`src/hdl/dspd_pkg.sv`:
```
// dual-side pid drive: shared constants, codes and control structs
// used by every module and interface of the block; no dependencies
`default_nettype none

package dspd_pkg;

  // parameter defaults
  localparam int ENC_WIDTH_DEF = 24;
  localparam int FRAC_BITS_DEF = 8;
  localparam int SUM_WIDTH_DEF = 40;

  // fixed field widths
  localparam int TGT_W      = 24;
  localparam int MAXV_W     = 7;
  localparam int DVS_W      = 8;
  localparam int OUT_W      = 16;
  localparam int CFG_IDX_W  = 3;
  localparam int CFG_DATA_W = 24;

  // quotient bits resolved per divider cycle
  localparam int RADIX_BITS = 8;

  localparam int NUM_OPS = 6;

  // register reset values
  localparam logic signed [TGT_W-1:0] RST_LEFT_TARGET  = 24'sd1000;
  localparam logic signed [TGT_W-1:0] RST_RIGHT_TARGET = 24'sd1000;
  localparam logic [MAXV_W-1:0]       RST_MAX_VEL      = 7'd50;
  localparam logic [DVS_W-1:0]        RST_P_DIV        = 8'd6;
  localparam logic [DVS_W-1:0]        RST_I_DIV        = 8'd20;
  localparam logic [DVS_W-1:0]        RST_D_DIV        = 8'd8;
  localparam logic [MAXV_W-1:0]       RST_STOP_BAND    = 7'd1;

  typedef enum logic [CFG_IDX_W-1:0] {
    REG_LEFT_TARGET  = 3'd0,
    REG_RIGHT_TARGET = 3'd1,
    REG_MAX_VEL      = 3'd2,
    REG_P_DIV        = 3'd3,
    REG_I_DIV        = 3'd4,
    REG_D_DIV        = 3'd5,
    REG_STOP_BAND    = 3'd6
  } cfg_reg_t;

  // which quotient the shared divider works on
  typedef enum logic [2:0] {
    OP_LP = 3'd0,
    OP_LI = 3'd1,
    OP_LD = 3'd2,
    OP_RP = 3'd3,
    OP_RI = 3'd4,
    OP_RD = 3'd5
  } div_op_t;

  typedef enum logic [2:0] {
    ST_IDLE,
    ST_PREP,
    ST_DIV_LOAD,
    ST_DIV_WAIT,
    ST_SUM,
    ST_CLAMP,
    ST_UPDATE,
    ST_WRITE
  } ctrl_state_t;

  typedef struct packed {
    logic    capture;
    logic    prep;
    logic    div_start;
    div_op_t op;
    logic    sum;
    logic    clamp;
    logic    update;
    logic    load_out;
  } cmd_t;

  typedef struct packed {
    logic finished;
    logic div_done;
  } status_t;

  function automatic int max_int(int a, int b);
    return (a > b) ? a : b;
  endfunction

  function automatic div_op_t next_op(div_op_t op);
    div_op_t nxt;
    unique case (op)
      OP_LP:   nxt = OP_LI;
      OP_LI:   nxt = OP_LD;
      OP_LD:   nxt = OP_RP;
      OP_RP:   nxt = OP_RI;
      OP_RI:   nxt = OP_RD;
      default: nxt = OP_LP;
    endcase
    return nxt;
  endfunction

endpackage

`default_nettype wire

```
`src/hdl/dspd_in_if.sv`:
```
// request channel carrying one tick of wheel encoder readings
// depends on dspd_pkg for the default encoder width
`default_nettype none

interface dspd_in_if #(
  parameter int ENC_WIDTH = dspd_pkg::ENC_WIDTH_DEF
) ();
  logic                        valid;
  logic                        ready;
  logic signed [ENC_WIDTH-1:0] left_front_deg;
  logic signed [ENC_WIDTH-1:0] left_back_deg;
  logic signed [ENC_WIDTH-1:0] right_front_deg;
  logic signed [ENC_WIDTH-1:0] right_back_deg;
  logic                        restart;

  modport source (
    output valid, left_front_deg, left_back_deg, right_front_deg, right_back_deg, restart,
    input  ready
  );
  modport sink (
    input  valid, left_front_deg, left_back_deg, right_front_deg, right_back_deg, restart,
    output ready
  );
endinterface

`default_nettype wire

```
`src/hdl/dspd_out_if.sv`:
```
// request channel carrying the two drive commands and the done flag
// depends on dspd_pkg for the output width
`default_nettype none

interface dspd_out_if ();
  logic                               valid;
  logic                               ready;
  logic signed [dspd_pkg::OUT_W-1:0]  left_drive;
  logic signed [dspd_pkg::OUT_W-1:0]  right_drive;
  logic                               done_res;

  modport source (
    output valid, left_drive, right_drive, done_res,
    input  ready
  );
  modport sink (
    input  valid, left_drive, right_drive, done_res,
    output ready
  );
endinterface

`default_nettype wire

```
`src/hdl/dspd_cfg_if.sv`:
```
// configuration write channel: register index and write data
// depends on dspd_pkg for index and data widths
`default_nettype none

interface dspd_cfg_if ();
  logic                              valid;
  logic                              ready;
  logic [dspd_pkg::CFG_IDX_W-1:0]    reg_index;
  logic [dspd_pkg::CFG_DATA_W-1:0]   wr_data;

  modport source (
    output valid, reg_index, wr_data,
    input  ready
  );
  modport sink (
    input  valid, reg_index, wr_data,
    output ready
  );
endinterface

`default_nettype wire

```
`src/hdl/dspd_div.sv`:
```
// shared unsigned divider, RADIX_BITS quotient bits per cycle
// restoring long division by an 8-bit nonzero divisor; uses dspd_pkg
`default_nettype none

module dspd_div #(
  parameter int DIV_W = 40
) (
  input  wire logic                        clk,
  input  wire logic                        rst,
  input  wire logic                        start,
  input  wire logic [DIV_W-1:0]            dividend,
  input  wire logic [dspd_pkg::DVS_W-1:0]  divisor,
  output logic                             done,
  output logic [DIV_W-1:0]                 quotient
);

  localparam int STEPS = DIV_W / dspd_pkg::RADIX_BITS;
  localparam int CNT_W = (STEPS > 1) ? $clog2(STEPS) : 1;

  logic                       busy;
  logic [CNT_W-1:0]           cnt;
  logic [DIV_W-1:0]           sh;
  logic [DIV_W-1:0]           sh_next;
  logic [dspd_pkg::DVS_W-1:0] rem;
  logic [dspd_pkg::DVS_W-1:0] rem_next;
  logic [dspd_pkg::DVS_W-1:0] dvs;
  logic [dspd_pkg::DVS_W:0]   trial;

  // dividend bits leave at the top while quotient bits enter at the bottom
  always_comb begin
    rem_next = rem;
    sh_next  = sh;
    trial    = '0;
    for (int i = 0; i < dspd_pkg::RADIX_BITS; i++) begin
      trial   = {rem_next, sh_next[DIV_W-1]};
      sh_next = sh_next << 1;
      if (trial >= {1'b0, dvs}) begin
        rem_next   = dspd_pkg::DVS_W'(trial - {1'b0, dvs});
        sh_next[0] = 1'b1;
      end else begin
        rem_next = trial[dspd_pkg::DVS_W-1:0];
      end
    end
  end

  always_ff @(posedge clk) begin
    if (rst) begin
      busy <= 1'b0;
      done <= 1'b0;
      cnt  <= '0;
    end else begin
      done <= busy && (cnt == '0);
      if (start) begin
        busy <= 1'b1;
        cnt  <= CNT_W'(STEPS - 1);
      end else if (busy) begin
        if (cnt == '0) begin
          busy <= 1'b0;
        end else begin
          cnt <= cnt - 1'b1;
        end
      end
    end
  end

  always_ff @(posedge clk) begin
    if (start) begin
      sh  <= dividend;
      rem <= '0;
      dvs <= divisor;
    end else if (busy) begin
      sh  <= sh_next;
      rem <= rem_next;
    end
  end

  assign quotient = sh;

endmodule

`default_nettype wire

```
`src/hdl/dspd_ctrl.sv`:
```
// sequencer for one control tick: error prep, six divisions, sum, clamp, state update
// and output register load, or only prep and the load once the move is finished; uses dspd_pkg
`default_nettype none

module dspd_ctrl (
  input  wire logic              clk,
  input  wire logic              rst,
  input  wire logic              in_valid,
  output logic                   in_ready,
  output logic                   out_valid,
  input  wire logic              out_ready,
  input  wire dspd_pkg::status_t status,
  output dspd_pkg::cmd_t         cmd
);

  dspd_pkg::ctrl_state_t state;
  dspd_pkg::ctrl_state_t state_next;
  dspd_pkg::div_op_t     op;
  dspd_pkg::div_op_t     op_next;

  always_comb begin
    state_next = state;
    op_next    = op;
    unique case (state)
      dspd_pkg::ST_IDLE: begin
        if (in_valid) state_next = dspd_pkg::ST_PREP;
      end
      dspd_pkg::ST_PREP: begin
        op_next = dspd_pkg::OP_LP;
        // a finished move just repeats the last drives
        state_next = status.finished ? dspd_pkg::ST_WRITE : dspd_pkg::ST_DIV_LOAD;
      end
      dspd_pkg::ST_DIV_LOAD: begin
        state_next = dspd_pkg::ST_DIV_WAIT;
      end
      dspd_pkg::ST_DIV_WAIT: begin
        if (status.div_done) begin
          if (op == dspd_pkg::OP_RD) begin
            state_next = dspd_pkg::ST_SUM;
          end else begin
            op_next    = dspd_pkg::next_op(op);
            state_next = dspd_pkg::ST_DIV_LOAD;
          end
        end
      end
      dspd_pkg::ST_SUM:    state_next = dspd_pkg::ST_CLAMP;
      dspd_pkg::ST_CLAMP:  state_next = dspd_pkg::ST_UPDATE;
      dspd_pkg::ST_UPDATE: state_next = dspd_pkg::ST_WRITE;
      dspd_pkg::ST_WRITE: begin
        if (!out_valid || out_ready) state_next = dspd_pkg::ST_IDLE;
      end
      default: state_next = dspd_pkg::ST_IDLE;
    endcase
  end

  always_comb begin
    in_ready      = (state == dspd_pkg::ST_IDLE);
    cmd           = '0;
    cmd.capture   = in_valid && (state == dspd_pkg::ST_IDLE);
    cmd.prep      = (state == dspd_pkg::ST_PREP);
    cmd.div_start = (state == dspd_pkg::ST_DIV_LOAD);
    cmd.op        = op;
    cmd.sum       = (state == dspd_pkg::ST_SUM);
    cmd.clamp     = (state == dspd_pkg::ST_CLAMP);
    cmd.update    = (state == dspd_pkg::ST_UPDATE);
    cmd.load_out  = (state == dspd_pkg::ST_WRITE) && (!out_valid || out_ready);
  end

  always_ff @(posedge clk) begin
    if (rst) begin
      state     <= dspd_pkg::ST_IDLE;
      op        <= dspd_pkg::OP_LP;
      out_valid <= 1'b0;
    end else begin
      state <= state_next;
      op    <= op_next;
      if (cmd.load_out) begin
        out_valid <= 1'b1;
      end else if (out_ready) begin
        out_valid <= 1'b0;
      end
    end
  end

  a_start_gap: assert property (@(posedge clk) disable iff (rst)
    cmd.div_start |=> !status.div_done)
    else $error("divider finished right after its start");

  a_done_in_wait: assert property (@(posedge clk) disable iff (rst)
    status.div_done |-> (state == dspd_pkg::ST_DIV_WAIT))
    else $error("divider result arrived outside the wait state");

  a_last_op: assert property (@(posedge clk) disable iff (rst)
    (state == dspd_pkg::ST_DIV_WAIT && status.div_done && op == dspd_pkg::OP_RD)
      |=> (state == dspd_pkg::ST_SUM))
    else $error("sixth quotient did not lead to the sum step");

  a_load_free: assert property (@(posedge clk) disable iff (rst)
    cmd.load_out |-> (!out_valid || out_ready))
    else $error("output register overwritten while a result waits");

endmodule

`default_nettype wire

```
`src/hdl/dspd_dp.sv`:
```
// datapath: config registers, loop state, error formation, operand
// selection into the shared divider, sum, clamp and output register
// uses dspd_pkg and dspd_div
`default_nettype none

module dspd_dp #(
  parameter int ENC_WIDTH = dspd_pkg::ENC_WIDTH_DEF,
  parameter int FRAC_BITS = dspd_pkg::FRAC_BITS_DEF,
  parameter int SUM_WIDTH = dspd_pkg::SUM_WIDTH_DEF
) (
  input  wire logic                                  clk,
  input  wire logic                                  rst,
  input  wire dspd_pkg::cmd_t                        cmd,
  output dspd_pkg::status_t                          status,
  input  wire logic                                  cfg_valid,
  input  wire logic [dspd_pkg::CFG_IDX_W-1:0]        cfg_index,
  input  wire logic [dspd_pkg::CFG_DATA_W-1:0]       cfg_data,
  input  wire logic signed [ENC_WIDTH-1:0]           left_front_deg,
  input  wire logic signed [ENC_WIDTH-1:0]           left_back_deg,
  input  wire logic signed [ENC_WIDTH-1:0]           right_front_deg,
  input  wire logic signed [ENC_WIDTH-1:0]           right_back_deg,
  input  wire logic                                  restart,
  output logic signed [dspd_pkg::OUT_W-1:0]          left_drive,
  output logic signed [dspd_pkg::OUT_W-1:0]          right_drive,
  output logic                                       done_res
);

  localparam int TGT_W  = dspd_pkg::TGT_W;
  localparam int RAW_W  = dspd_pkg::max_int(TGT_W, ENC_WIDTH) + 2;
  localparam int ERR_W  = RAW_W + FRAC_BITS - 1;
  localparam int DRV_W  = dspd_pkg::MAXV_W + FRAC_BITS + 1;
  localparam int CHG_W  = DRV_W + 1;
  localparam int MAXW   = dspd_pkg::max_int(dspd_pkg::max_int(ERR_W, SUM_WIDTH), CHG_W);
  localparam int DIV_W  = ((MAXW + dspd_pkg::RADIX_BITS - 1) / dspd_pkg::RADIX_BITS)
                          * dspd_pkg::RADIX_BITS;
  localparam int QW     = DIV_W + 1;
  localparam int V_W    = QW + 2;
  localparam int SS_W   = dspd_pkg::max_int(SUM_WIDTH, ERR_W) + 1;

  localparam logic signed [SUM_WIDTH-1:0] SUM_MAX = {1'b0, {(SUM_WIDTH-1){1'b1}}};
  localparam logic signed [SUM_WIDTH-1:0] SUM_MIN = {1'b1, {(SUM_WIDTH-1){1'b0}}};
  localparam logic signed [SS_W-1:0]      SS_MAX  = SS_W'(SUM_MAX);
  localparam logic signed [SS_W-1:0]      SS_MIN  = SS_W'(SUM_MIN);

  // configuration
  logic signed [TGT_W-1:0]           left_target;
  logic signed [TGT_W-1:0]           right_target;
  logic [dspd_pkg::MAXV_W-1:0]       max_velocity;
  logic [dspd_pkg::DVS_W-1:0]        p_divisor;
  logic [dspd_pkg::DVS_W-1:0]        i_divisor;
  logic [dspd_pkg::DVS_W-1:0]        d_divisor;
  logic [dspd_pkg::MAXV_W-1:0]       stop_band;

  // captured encoders
  logic signed [ENC_WIDTH-1:0] lf_deg;
  logic signed [ENC_WIDTH-1:0] lb_deg;
  logic signed [ENC_WIDTH-1:0] rf_deg;
  logic signed [ENC_WIDTH-1:0] rb_deg;

  // loop state
  logic signed [DRV_W-1:0]     prev_left_drive;
  logic signed [DRV_W-1:0]     prev_right_drive;
  logic signed [CHG_W-1:0]     left_drive_change;
  logic signed [CHG_W-1:0]     right_drive_change;
  logic signed [SUM_WIDTH-1:0] left_error_sum;
  logic signed [SUM_WIDTH-1:0] right_error_sum;
  logic                        finished;

  // per-tick working values
  logic signed [ERR_W-1:0]  err_l;
  logic signed [ERR_W-1:0]  err_r;
  logic signed [QW-1:0]     quo [dspd_pkg::NUM_OPS];
  logic signed [V_W-1:0]    vraw_l;
  logic signed [V_W-1:0]    vraw_r;
  logic signed [DRV_W-1:0]  v_l;
  logic signed [DRV_W-1:0]  v_r;
  logic                     neg_r;

  // combinational
  logic signed [RAW_W-1:0]     raw_l;
  logic signed [RAW_W-1:0]     raw_r;
  logic signed [DRV_W-1:0]     lim;
  logic signed [V_W-1:0]       lim_ext;
  logic signed [DRV_W-1:0]     band;
  logic signed [DRV_W-1:0]     v_l_next;
  logic signed [DRV_W-1:0]     v_r_next;
  logic signed [SS_W-1:0]      ss_l;
  logic signed [SS_W-1:0]      ss_r;
  logic signed [SUM_WIDTH-1:0] sum_l_next;
  logic signed [SUM_WIDTH-1:0] sum_r_next;
  logic                        in_band;
  logic signed [QW-1:0]        opnd;
  logic signed [QW-1:0]        opnd_abs;
  logic [dspd_pkg::DVS_W-1:0]  dvs_raw;
  logic [dspd_pkg::DVS_W-1:0]  dvs;
  logic                        div_done;
  logic [DIV_W-1:0]            div_q;
  logic signed [QW-1:0]        q_mag;

  // configuration writes
  always_ff @(posedge clk) begin
    if (rst) begin
      left_target  <= dspd_pkg::RST_LEFT_TARGET;
      right_target <= dspd_pkg::RST_RIGHT_TARGET;
      max_velocity <= dspd_pkg::RST_MAX_VEL;
      p_divisor    <= dspd_pkg::RST_P_DIV;
      i_divisor    <= dspd_pkg::RST_I_DIV;
      d_divisor    <= dspd_pkg::RST_D_DIV;
      stop_band    <= dspd_pkg::RST_STOP_BAND;
    end else if (cfg_valid) begin
      unique case (dspd_pkg::cfg_reg_t'(cfg_index))
        dspd_pkg::REG_LEFT_TARGET:  left_target  <= $signed(cfg_data[TGT_W-1:0]);
        dspd_pkg::REG_RIGHT_TARGET: right_target <= $signed(cfg_data[TGT_W-1:0]);
        dspd_pkg::REG_MAX_VEL:      max_velocity <= cfg_data[dspd_pkg::MAXV_W-1:0];
        dspd_pkg::REG_P_DIV:        p_divisor    <= cfg_data[dspd_pkg::DVS_W-1:0];
        dspd_pkg::REG_I_DIV:        i_divisor    <= cfg_data[dspd_pkg::DVS_W-1:0];
        dspd_pkg::REG_D_DIV:        d_divisor    <= cfg_data[dspd_pkg::DVS_W-1:0];
        dspd_pkg::REG_STOP_BAND:    stop_band    <= cfg_data[dspd_pkg::MAXV_W-1:0];
        default: ;
      endcase
    end
  end

  // error = (2*target - front - back) * 2^(frac-1), the half degree stays exact
  assign raw_l = (RAW_W'(left_target) <<< 1) - RAW_W'(lf_deg) - RAW_W'(lb_deg);
  assign raw_r = (RAW_W'(right_target) <<< 1) - RAW_W'(rf_deg) - RAW_W'(rb_deg);

  assign lim     = {1'b0, max_velocity, {FRAC_BITS{1'b0}}};
  assign lim_ext = V_W'(lim);
  assign band    = {1'b0, stop_band, {FRAC_BITS{1'b0}}};

  // divider operand and divisor select
  always_comb begin
    unique case (cmd.op)
      dspd_pkg::OP_LP: begin opnd = QW'(err_l);              dvs_raw = p_divisor; end
      dspd_pkg::OP_LI: begin opnd = QW'(left_error_sum);     dvs_raw = i_divisor; end
      dspd_pkg::OP_LD: begin opnd = QW'(left_drive_change);  dvs_raw = d_divisor; end
      dspd_pkg::OP_RP: begin opnd = QW'(err_r);              dvs_raw = p_divisor; end
      dspd_pkg::OP_RI: begin opnd = QW'(right_error_sum);    dvs_raw = i_divisor; end
      dspd_pkg::OP_RD: begin opnd = QW'(right_drive_change); dvs_raw = d_divisor; end
      default:         begin opnd = '0;                      dvs_raw = p_divisor; end
    endcase
  end

  assign opnd_abs = opnd[QW-1] ? -opnd : opnd;
  // a zero divisor acts as one
  assign dvs      = (dvs_raw == '0) ? dspd_pkg::DVS_W'(1) : dvs_raw;
  assign q_mag    = {1'b0, div_q};

  dspd_div #(
    .DIV_W (DIV_W)
  ) u_div (
    .clk      (clk),
    .rst      (rst),
    .start    (cmd.div_start),
    .dividend (opnd_abs[DIV_W-1:0]),
    .divisor  (dvs),
    .done     (div_done),
    .quotient (div_q)
  );

  // clamp to plus or minus the limit
  always_comb begin
    if (vraw_l >= lim_ext) begin
      v_l_next = lim;
    end else if (vraw_l <= -lim_ext) begin
      v_l_next = -lim;
    end else begin
      v_l_next = vraw_l[DRV_W-1:0];
    end
    if (vraw_r >= lim_ext) begin
      v_r_next = lim;
    end else if (vraw_r <= -lim_ext) begin
      v_r_next = -lim;
    end else begin
      v_r_next = vraw_r[DRV_W-1:0];
    end
  end

  // saturating error accumulators
  assign ss_l = SS_W'(left_error_sum) + SS_W'(err_l);
  assign ss_r = SS_W'(right_error_sum) + SS_W'(err_r);

  always_comb begin
    if (ss_l > SS_MAX) begin
      sum_l_next = SUM_MAX;
    end else if (ss_l < SS_MIN) begin
      sum_l_next = SUM_MIN;
    end else begin
      sum_l_next = ss_l[SUM_WIDTH-1:0];
    end
    if (ss_r > SS_MAX) begin
      sum_r_next = SUM_MAX;
    end else if (ss_r < SS_MIN) begin
      sum_r_next = SUM_MIN;
    end else begin
      sum_r_next = ss_r[SUM_WIDTH-1:0];
    end
  end

  assign in_band = (v_l <= band) && (v_l >= -band) && (v_r <= band) && (v_r >= -band);

  // loop state
  always_ff @(posedge clk) begin
    if (rst) begin
      prev_left_drive    <= {1'b0, dspd_pkg::RST_MAX_VEL, {FRAC_BITS{1'b0}}};
      prev_right_drive   <= {1'b0, dspd_pkg::RST_MAX_VEL, {FRAC_BITS{1'b0}}};
      left_drive_change  <= '0;
      right_drive_change <= '0;
      left_error_sum     <= '0;
      right_error_sum    <= '0;
      finished           <= 1'b0;
    end else if (cmd.capture && restart) begin
      prev_left_drive    <= lim;
      prev_right_drive   <= lim;
      left_drive_change  <= '0;
      right_drive_change <= '0;
      left_error_sum     <= '0;
      right_error_sum    <= '0;
      finished           <= 1'b0;
    end else if (cmd.update) begin
      left_drive_change  <= CHG_W'(prev_left_drive) - CHG_W'(v_l);
      right_drive_change <= CHG_W'(prev_right_drive) - CHG_W'(v_r);
      prev_left_drive    <= v_l;
      prev_right_drive   <= v_r;
      left_error_sum     <= sum_l_next;
      right_error_sum    <= sum_r_next;
      finished           <= in_band;
    end
  end

  // working registers
  always_ff @(posedge clk) begin
    if (cmd.capture) begin
      lf_deg <= left_front_deg;
      lb_deg <= left_back_deg;
      rf_deg <= right_front_deg;
      rb_deg <= right_back_deg;
    end
    if (cmd.prep) begin
      err_l <= {raw_l, {(FRAC_BITS-1){1'b0}}};
      err_r <= {raw_r, {(FRAC_BITS-1){1'b0}}};
    end
    if (cmd.div_start) begin
      neg_r <= opnd[QW-1];
    end
    // divisor is positive, so the sign follows the dividend (truncation toward zero)
    if (div_done) begin
      quo[cmd.op] <= neg_r ? -q_mag : q_mag;
    end
    if (cmd.sum) begin
      vraw_l <= V_W'(quo[dspd_pkg::OP_LP]) + V_W'(quo[dspd_pkg::OP_LI])
                - V_W'(quo[dspd_pkg::OP_LD]);
      vraw_r <= V_W'(quo[dspd_pkg::OP_RP]) + V_W'(quo[dspd_pkg::OP_RI])
                - V_W'(quo[dspd_pkg::OP_RD]);
    end
    if (cmd.clamp) begin
      v_l <= v_l_next;
      v_r <= v_r_next;
    end
    if (cmd.load_out) begin
      left_drive  <= dspd_pkg::OUT_W'(prev_left_drive);
      right_drive <= dspd_pkg::OUT_W'(prev_right_drive);
      done_res    <= finished;
    end
  end

  assign status.finished = finished;
  assign status.div_done = div_done;

endmodule

`default_nettype wire

```
`src/hdl/dual_side_pid_drive_core.sv`:
```
// dual-side pid position drive, one result per encoder tick
// each tick runs error prep, six divisions, sum, clamp and update before the output load;
//   a tick after the move is finished goes from prep straight to the output load
// throughput: one tick at a time, set by the shared divider that forms all six quotients
// the next tick is accepted while a result still waits in the output register
// reset (rst, synchronous): registers and loop state to their defaults, no result pending
`default_nettype none

module dual_side_pid_drive_core #(
  parameter int ENC_WIDTH = dspd_pkg::ENC_WIDTH_DEF,
  parameter int FRAC_BITS = dspd_pkg::FRAC_BITS_DEF,
  parameter int SUM_WIDTH = dspd_pkg::SUM_WIDTH_DEF
) (
  input  wire logic   clk,
  input  wire logic   rst,
  dspd_in_if.sink     tick,
  dspd_out_if.source  drive,
  dspd_cfg_if.sink    cfg
);

  dspd_pkg::cmd_t    cmd;
  dspd_pkg::status_t status;
  logic              in_ready;
  logic              out_valid;

  assign tick.ready  = in_ready;
  assign drive.valid = out_valid;
  assign cfg.ready   = 1'b1;

  dspd_ctrl u_ctrl (
    .clk       (clk),
    .rst       (rst),
    .in_valid  (tick.valid),
    .in_ready  (in_ready),
    .out_valid (out_valid),
    .out_ready (drive.ready),
    .status    (status),
    .cmd       (cmd)
  );

  dspd_dp #(
    .ENC_WIDTH (ENC_WIDTH),
    .FRAC_BITS (FRAC_BITS),
    .SUM_WIDTH (SUM_WIDTH)
  ) u_dp (
    .clk             (clk),
    .rst             (rst),
    .cmd             (cmd),
    .status          (status),
    .cfg_valid       (cfg.valid),
    .cfg_index       (cfg.reg_index),
    .cfg_data        (cfg.wr_data),
    .left_front_deg  (ENC_WIDTH'(tick.left_front_deg)),
    .left_back_deg   (ENC_WIDTH'(tick.left_back_deg)),
    .right_front_deg (ENC_WIDTH'(tick.right_front_deg)),
    .right_back_deg  (ENC_WIDTH'(tick.right_back_deg)),
    .restart         (tick.restart),
    .left_drive      (drive.left_drive),
    .right_drive     (drive.right_drive),
    .done_res        (drive.done_res)
  );

endmodule

`default_nettype wire
```
`src/flat_wrapper.sv`:
```
// flat-port wrapper written by rule: the top's interface ports become plain ports
module dual_side_pid_drive_core_flat 
#(
  parameter int ENC_WIDTH = dspd_pkg::ENC_WIDTH_DEF,
  parameter int FRAC_BITS = dspd_pkg::FRAC_BITS_DEF,
  parameter int SUM_WIDTH = dspd_pkg::SUM_WIDTH_DEF
)
  (clk, rst, tick_valid, tick_left_front_deg, tick_left_back_deg, tick_right_front_deg, tick_right_back_deg, tick_restart, tick_ready, drive_valid, drive_left_drive, drive_right_drive, drive_done_res, drive_ready, cfg_valid, cfg_reg_index, cfg_wr_data, cfg_ready);
  dspd_in_if #(.ENC_WIDTH(ENC_WIDTH)) tick_i ();
  dspd_out_if drive_i ();
  dspd_cfg_if cfg_i ();
  input  wire logic clk;
  input  wire logic rst;
  input wire logic [$bits(tick_i.valid)-1:0] tick_valid;
  input wire logic [$bits(tick_i.left_front_deg)-1:0] tick_left_front_deg;
  input wire logic [$bits(tick_i.left_back_deg)-1:0] tick_left_back_deg;
  input wire logic [$bits(tick_i.right_front_deg)-1:0] tick_right_front_deg;
  input wire logic [$bits(tick_i.right_back_deg)-1:0] tick_right_back_deg;
  input wire logic [$bits(tick_i.restart)-1:0] tick_restart;
  output wire logic [$bits(tick_i.ready)-1:0] tick_ready;
  output wire logic [$bits(drive_i.valid)-1:0] drive_valid;
  output wire logic [$bits(drive_i.left_drive)-1:0] drive_left_drive;
  output wire logic [$bits(drive_i.right_drive)-1:0] drive_right_drive;
  output wire logic [$bits(drive_i.done_res)-1:0] drive_done_res;
  input wire logic [$bits(drive_i.ready)-1:0] drive_ready;
  input wire logic [$bits(cfg_i.valid)-1:0] cfg_valid;
  input wire logic [$bits(cfg_i.reg_index)-1:0] cfg_reg_index;
  input wire logic [$bits(cfg_i.wr_data)-1:0] cfg_wr_data;
  output wire logic [$bits(cfg_i.ready)-1:0] cfg_ready;
  assign tick_i.valid = tick_valid;
  assign tick_i.left_front_deg = tick_left_front_deg;
  assign tick_i.left_back_deg = tick_left_back_deg;
  assign tick_i.right_front_deg = tick_right_front_deg;
  assign tick_i.right_back_deg = tick_right_back_deg;
  assign tick_i.restart = tick_restart;
  assign tick_ready = tick_i.ready;
  assign drive_valid = drive_i.valid;
  assign drive_left_drive = drive_i.left_drive;
  assign drive_right_drive = drive_i.right_drive;
  assign drive_done_res = drive_i.done_res;
  assign drive_i.ready = drive_ready;
  assign cfg_i.valid = cfg_valid;
  assign cfg_i.reg_index = cfg_reg_index;
  assign cfg_i.wr_data = cfg_wr_data;
  assign cfg_ready = cfg_i.ready;
  dual_side_pid_drive_core #(.ENC_WIDTH(ENC_WIDTH), .FRAC_BITS(FRAC_BITS), .SUM_WIDTH(SUM_WIDTH)) u_core (.clk(clk), .rst(rst), .tick(tick_i), .drive(drive_i), .cfg(cfg_i));
endmodule
```
`config.mk`:
```
export PLATFORM = sky130hd
export DESIGN_NAME = dual_side_pid_drive_core_flat
export DESIGN_NICKNAME = d
export VERILOG_FILES = /design/src/hdl/dspd_pkg.sv /design/src/hdl/dspd_in_if.sv /design/src/hdl/dspd_out_if.sv /design/src/hdl/dspd_cfg_if.sv /design/src/hdl/dspd_div.sv /design/src/hdl/dspd_ctrl.sv /design/src/hdl/dspd_dp.sv /design/src/hdl/dual_side_pid_drive_core.sv /design/src/flat_wrapper.sv
export SDC_FILE = /design/constraint.sdc
export NUM_CORES = 2
export LEC_CHECK = 0
export BUFFER_PORTS_ARGS = -buffer_cell sky130_fd_sc_hd__buf_2
export CAP_MARGIN = 30
export CORE_MARGIN = 8
export CORE_UTILIZATION = 65
export CTS_BUF_LIST = sky130_fd_sc_hd__clkbuf_2 sky130_fd_sc_hd__clkbuf_4 sky130_fd_sc_hd__clkbuf_8
export DETAILED_ROUTE_END_ITERATION = 8
export PLACE_DENSITY = 0.84
export SLEW_MARGIN = 10
export SYNTH_ARGS = -nofsm -noshare
export SYNTH_HDL_FRONTEND = slang
export SYNTH_SLANG_ARGS = --single-unit
```
`constraint.sdc`:
```
create_clock -name clk -period 20.2 [get_ports clk]
set_clock_uncertainty 0.2 [all_clocks]
set_input_delay 2.02 -clock clk [delete_from_list [all_inputs] [get_ports clk]]
set_output_delay 2.02 -clock clk [all_outputs]
set_load 0.1 [all_outputs]
```
# After elaboration in Yosys (flattened, before gate mapping)
# Memories as Yosys holds them, arrays and structs flattened.
# Index checks and enable logic that the tools add are counted.
[word_totals]
regBits = 601
ramBits = 246
inputBits = 129
n_memories = 1
[mem_list]
columns = ["memory", "depth", "width", "read_ports", "rd_ports_with_merged_regs", "write_ports", "line", "source"]
rows = [
  ["u_core.u_dp.quo", 6, 41, 6, 0, 1, "dspd_dp.sv:72", "logic signed [QW-1:0] quo [dspd_pkg::NUM_OPS];"],
]
[op_classes]
addsub = 26
order_cmp = 20
eq_ne = 23
muxes = 54
bitwise_logic = 1
n_reduce_logical = 33
[op_table]
columns = ["operator", "n"]
rows = [
  ["$mux W40", 7],
  ["$pmux W41 S6", 1],
  ["$mux W15", 6],
  ["$ge A43 B16 Y1", 2],
  ["$le A43 B43 Y1", 2],
  ["$sub A42 B41 Y43", 2],
  ["$add A41 B41 Y42", 2],
  ["$add A40 B33 Y41", 2],
  ["$gt A41 B40 Y1 const B", 2],
  ["$lt A41 B40 Y1 const B", 2],
  ["$ge A9 B8 Y1", 8],
  ["$mux W8", 8],
  ["$sub A8 B8 Y8", 8],
  ["$sub A25 B24 Y26", 2],
  ["$sub A26 B24 Y26", 2],
  ["$neg A15 Y43", 1],
  ["$mux W41", 1],
  ["$neg A40 Y41", 1],
  ["$neg A40 Y40", 1],
  ["$sub A16 B16 Y17", 2],
  ["$ge A16 B16 Y1", 2],
  ["$le A16 B16 Y1", 2],
  ["$mux W16", 2],
  ["$neg A15 Y16", 2],
  ["22 further kinds", 87],
]

# Logic depth before layout (Yosys ltp)
[depth]
depth_word = 18
mapped_depth = 95
mapped_depth_nobuf = 89

# Cells and area by module
# From an unflattened synthesis, not the netlist that was laid out.
[hier_totals]
cells_unflattened = 5251
hier_area_um2 = 53183.5
[modules_own_cells]
columns = ["mod", "instances", "cells_per_inst", "area_per_inst_um2"]
rows = [
  ["dspd_dp", 1, 4494, 46315.7],
  ["dspd_div", 1, 701, 6412.4],
  ["dspd_ctrl", 1, 54, 444.2],
  ["dual_side_pid_drive_core", 1, 2, 11.3],
]

# Worst setup path before layout
# OpenSTA, ideal clock, no wires.
[synth_path]
kind = "reg2reg"
from = "reg u_core.u_dp.u_div.dvs[1] (netlist name)"
to = "reg u_core.u_dp.u_div.rem[5] (netlist name)"
setup_time_ns = 0.088
t_arrival_ns = 17.378
required_ns = 19.912
path_slack_ns = 2.534
stages_incl_launch_ff = 94
synth_period_minus_slack_ns = 17.666
cell_sequence = "edfxtp_1 inv_1 ha_1 nor2b_1 o21ai_2 nand3_1 and2_1 buf_2 mux2_4 ha_1 and4_1 a31oi_1 nand2_1 a21o_1 a32o_1 or2_1 buf_6 o21ai_0 [... 58 more ...] nor2_1 o211ai_2 o31ai_4 mux2i_1 ha_1 a21o_1 a21o_1 a21o_1 a21o_1 a21o_1 a21oi_1 o21ai_0 a21oi_1 o211ai_1 mux2_4 buf_12 mux2i_1 a211oi_1"
[synth_between]
elab_chain_cells = 16
word_cells_on_any_way = 24
cone_classes = "add/sub (8); order compare (8); mux (8)"
[synth_lines]
columns = ["element", "line", "source"]
rows = [
  ["start: declaration", "dspd_div.sv:26", "logic [dspd_pkg::DVS_W-1:0] dvs;"],
  ["start signal: assignment", "dspd_div.sv:70", "dvs <= divisor;"],
  ["$sub A8 B8 Y8 / $ge A9 B8 Y1 (equally long branches)", "dspd_div.sv:38, dspd_div.sv:37", ""],
  ["$mux W8", "dspd_div.sv:37", "if (trial >= {1'b0, dvs}) begin"],
  ["$sub A8 B8 Y8 / $ge A9 B8 Y1 (equally long branches)", "dspd_div.sv:38, dspd_div.sv:37", ""],
  ["$mux W8", "dspd_div.sv:37", ""],
  ["$sub A8 B8 Y8 / $ge A9 B8 Y1 (equally long branches)", "dspd_div.sv:38, dspd_div.sv:37", ""],
  ["$mux W8", "dspd_div.sv:37", ""],
  ["$sub A8 B8 Y8 / $ge A9 B8 Y1 (equally long branches)", "dspd_div.sv:38, dspd_div.sv:37", ""],
  ["$mux W8", "dspd_div.sv:37", ""],
  ["$sub A8 B8 Y8 / $ge A9 B8 Y1 (equally long branches)", "dspd_div.sv:38, dspd_div.sv:37", ""],
  ["$mux W8", "dspd_div.sv:37", ""],
  ["$sub A8 B8 Y8 / $ge A9 B8 Y1 (equally long branches)", "dspd_div.sv:38, dspd_div.sv:37", ""],
  ["$mux W8", "dspd_div.sv:37", ""],
  ["$sub A8 B8 Y8 / $ge A9 B8 Y1 (equally long branches)", "dspd_div.sv:38, dspd_div.sv:37", ""],
  ["$mux W8", "dspd_div.sv:37", ""],
  ["$ge A9 B8 Y1 / $sub A8 B8 Y8 (equally long branches)", "dspd_div.sv:37, dspd_div.sv:38", ""],
  ["$mux W8 *", "dspd_div.sv:37", ""],
  ["end signal: assignment", "dspd_div.sv:73", "rem <= rem_next;"],
  ["end: declaration", "dspd_div.sv:24", "logic [dspd_pkg::DVS_W-1:0] rem;"],
]
# Every way passes the cells marked *; elsewhere a longest branch is shown, timed or not.
# A chain may end at the register's enable or synchronous reset.

# Worst setup path after layout
[layout_path]
from = "reg u_core.u_dp.u_div.dvs[5] (netlist name)"
to = "reg u_core.u_dp.u_div.rem[3] (netlist name)"
[layout_between]
elab_chain_cells = 16
word_cells_on_any_way = 24
cone_classes = "add/sub (8); order compare (8); mux (8)"
[layout_lines]
columns = ["element", "line"]
rows = [
  ["$sub A8 B8 Y8 / $ge A9 B8 Y1 (equally long branches)", "dspd_div.sv:38, dspd_div.sv:37"],
  ["$mux W8", "dspd_div.sv:37"],
  ["$sub A8 B8 Y8 / $ge A9 B8 Y1 (equally long branches)", "dspd_div.sv:38, dspd_div.sv:37"],
  ["$mux W8", "dspd_div.sv:37"],
  ["$sub A8 B8 Y8 / $ge A9 B8 Y1 (equally long branches)", "dspd_div.sv:38, dspd_div.sv:37"],
  ["$mux W8", "dspd_div.sv:37"],
  ["$ge A9 B8 Y1 / $sub A8 B8 Y8 (equally long branches)", "dspd_div.sv:37, dspd_div.sv:38"],
  ["$mux W8", "dspd_div.sv:37"],
  ["$ge A9 B8 Y1 / $sub A8 B8 Y8 (equally long branches)", "dspd_div.sv:37, dspd_div.sv:38"],
  ["$mux W8", "dspd_div.sv:37"],
  ["$sub A8 B8 Y8 / $ge A9 B8 Y1 (equally long branches)", "dspd_div.sv:38, dspd_div.sv:37"],
  ["$mux W8", "dspd_div.sv:37"],
  ["$sub A8 B8 Y8 / $ge A9 B8 Y1 (equally long branches)", "dspd_div.sv:38, dspd_div.sv:37"],
  ["$mux W8", "dspd_div.sv:37"],
  ["$sub A8 B8 Y8 / $ge A9 B8 Y1 (equally long branches)", "dspd_div.sv:38, dspd_div.sv:37"],
  ["$mux W8 *", "dspd_div.sv:37"],
]
# Marks and branches as above.

==> reports/qor.yml <==
setup_path:
  worst_path_largest_cell_delay_ps: 440
  slowest_stage: "a21oi_2"
  cp.required_ps: 20680
  path_common_cell: "o21ai_0"
  arrival_ps: 18990
  critPathLaunchType: "flip-flop"
  path_max_fanout: 11
  worstSetupPathType: "reg2reg"
  end_kind: "flip-flop"
clocking:
  clockBufferDepth: 3
  cts.sinks: 835
  clk_pin_slew_ps: 60
  cts-root-buf: "clkbuf_8"
  cts_tree: "yes"
  clk_latency_ps: 810
  hold_buffers: 0
  cts_made_buffers: 143
  htreeDepth: 4
yosys:
  ys_warn_count: 0
  seq_area_frac_synth: 0.437
  netlist-cell-type-count: 89
  syn_inst: 5182
  avgSynthCellArea_um2: 10.0
  syn_area_um2: 51900
  async_reset_ff_frac: 0
  synthesis.nets: 5878
  synth_top_area_cell: "edfxtp_1"
  synth-seq-cells: 835
  synth_top_area_frac: 0.344
  ys.flop_type: "edfxtp_1"
  synthTopCellsByArea: "edfxtp_1 (34%), ha_1 (10%), dfxtp_1 (9.3%)"
  synth_edf_count: 594
global_routing:
  antenna_found_initial: 7
  grt_pass1_vias: 40000
  grt_max_degree: 81
  grt_overflow: 0
  grtUsageTotal: 0.304
  grt_first_pass_wirelength_um: 217000
route:
  wl_per_cell_um: 21.3
  drc: 0
  ant_nets: 0
  drt_wl_total_um: 140000
  drt-initial-drc-count: 4279
  routed-via-count: 40700
  dr.pass1.iters: 6
  via_per_inst: 6.18
layout:
  layout_common_cells: "inv_1 (608), edfxtp_1 (594), nand2_1 (460)"
  drive_gt1_frac: 0.107
  final_nets: 6120
  finalNonFillerCells: 6592
  final_common_cell: "inv_1"
  syn_to_final_growth_pct: 10.2
floorplan:
  core_region_area_um2: 79000
  dieWidth_um: 299
  start_util: 0.657
  dieArea_um2: 89100
  io_pins: 165
  num_rows: 103
  die_height_um: 299
sta:
  timing.setup.tns_ps: 0
  min_period_over_period: 0.916
  hold_viol: 0
  max_slew_margin: 0.282
  whs_ps: 256
  rsz0062_at_grt: "no"
  setup_viol: 0
  worst_slew_pin_slew_ps: 1080
  fin_crit_ps: 18510
  slew_viol_final: 0
  fmax_mhz: 54.0
placement:
  gp_congestion: 0.982
  dp_cells: 6323
  port_buffers: 163
  dp_hpwl_um: 102000
run_status:
  status: "complete, no violations"
run:
  cap_violations: 0
min_path:
  min_path_type: "reg2reg"
==> flip-flops by register name, summed over array words and instances, names as in the netlist, 17 cells and up <==
register                        cells
u_core.u_dp.quo                   246
u_core.u_dp.vraw_l                 43
u_core.u_dp.vraw_r                 43
u_core.u_dp.u_div.quotient         40
u_core.u_dp.left_error_sum         34
u_core.u_dp.right_error_sum        34
u_core.u_dp.err_l                  26
u_core.u_dp.err_r                  26
u_core.u_dp.lb_deg                 24
u_core.u_dp.left_target            24
u_core.u_dp.lf_deg                 24
u_core.u_dp.rb_deg                 24
u_core.u_dp.rf_deg                 24
u_core.u_dp.right_target           24
u_core.u_dp.left_drive_change      17
u_core.u_dp.right_drive_change     17
==> through the flow <==
step / setup slack (ps) / utilization / area, µm²
6_report: 1690 / 0.724 / 57200
5_1_grt: 61.2 / 0.724 / 57200
4_1_cts: 1290 / 0.723 / 57100
3_5_place_dp: 1470 / 0.685 / 54100
3_3_place_gp: 1550 / 0.684 / 54000
2_1_floorplan: 2530 / - / 51900
==> worst max-delay path, delay by kind of cell (launching register included) <==
family | cells | cell delay (ps)
buffers and inverters | 9 | 1010
AND/OR/NAND/NOR | 16 | 2990
adder cells (fa/ha/maj) | 8 | 2340
flip-flops | 1 | 360
multiplexers | 6 | 1940
AO/OA/AOI/OAI | 47 | 9590
==> routing by layer <==
metal	vias to the layer above	global-route usage	routed length (µm)
li1	18900	-	-
met1	19300	0.382	55100
met2	2043	0.490	64100
met3	459	0.0628	12300
met4	12	0.168	8550
met5	-	0	83
==> cell type report <==
class                           count  area, µm²
Multi-Input combinational cell   3587      26400
Sequential cell                   835      22700
Fill cell                        5394      21800
Clock buffer                      199       2450
Inverter                          609       2290
Timing Repair Buffer              248       1540
Tap cell                         1050       1310
Clock inverter                     61        518
Antenna cell                        3       7.51
==> cell families (layout without fill, tap and decap cells) <==
kind of cell,count (synthesis),after routing,synth area share
AO/OA/AOI/OAI,1324,1324,0.156
XOR/XNOR,307,307,0.0518
adder cells (fa/ha/maj),588,588,0.161
buffers and inverters,760,1117,0.0558
flip-flops,835,835,0.437
multiplexers,89,89,0.0189
other,1,4,0.0000723
AND/OR/NAND/NOR,1278,1278,0.119
==> timing repair <==
| action | CTS | global route |
|---|---|---|
| hold endpoints to repair | 0 | 0 |
| setup buffers | 0 | 2 |
| resized for setup | 0 | 3 |
| setup endpoints to repair | 0 | 9 |
==> cells in the mapped netlist (21+ instances only) <==
| master | number |
|---|---|
| xor2_1 | 97 |
| nand2b_1 | 75 |
| a21boi_0 | 24 |
| or3_1 | 26 |
| nor3_1 | 57 |
| ha_1 | 425 |
| a21oi_1 | 454 |
| nand2_1 | 460 |
| o22ai_1 | 24 |
| dfxtp_1 | 241 |
| fa_1 | 142 |
| o21a_1 | 54 |
| or2_2 | 22 |
| nor4_1 | 28 |
| a211oi_1 | 29 |
| and2_1 | 27 |
| nand4_1 | 44 |
| o31ai_1 | 23 |
| edfxtp_1 | 594 |
| nor2b_1 | 77 |
| maj3_1 | 21 |
| mux2i_1 | 51 |
| mux2_2 | 31 |
| a21o_1 | 126 |
| xnor2_1 | 210 |
| a31oi_1 | 55 |
| a221oi_1 | 22 |
| nand3_1 | 74 |
| nand3b_1 | 27 |
| nor2_1 | 257 |
| and3_1 | 43 |
| inv_1 | 608 |
| o21bai_1 | 28 |
| clkbuf_1 | 132 |
| o21ai_0 | 333 |
==> path summary, 6_finish.rpt <==
kind	start	endpoint	slack (ps)	cells past startpoint
worst max-delay path	u_core.u_dp.u_div.dvs[5]	u_core.u_dp.u_div.rem[3]	1690	86
worst min register to register	u_core.u_dp.d_divisor[2]	u_core.u_dp.d_divisor[2]	260	2
worst max register to register	u_core.u_dp.u_div.dvs[5]	u_core.u_dp.u_div.rem[3]	1690	86
worst min-delay path	u_core.u_dp.d_divisor[2]	u_core.u_dp.d_divisor[2]	260	2
Power is left out: the tool's default activity adds up to more than one toggle a clock period on the data nets, which glitch-free logic cannot reach.
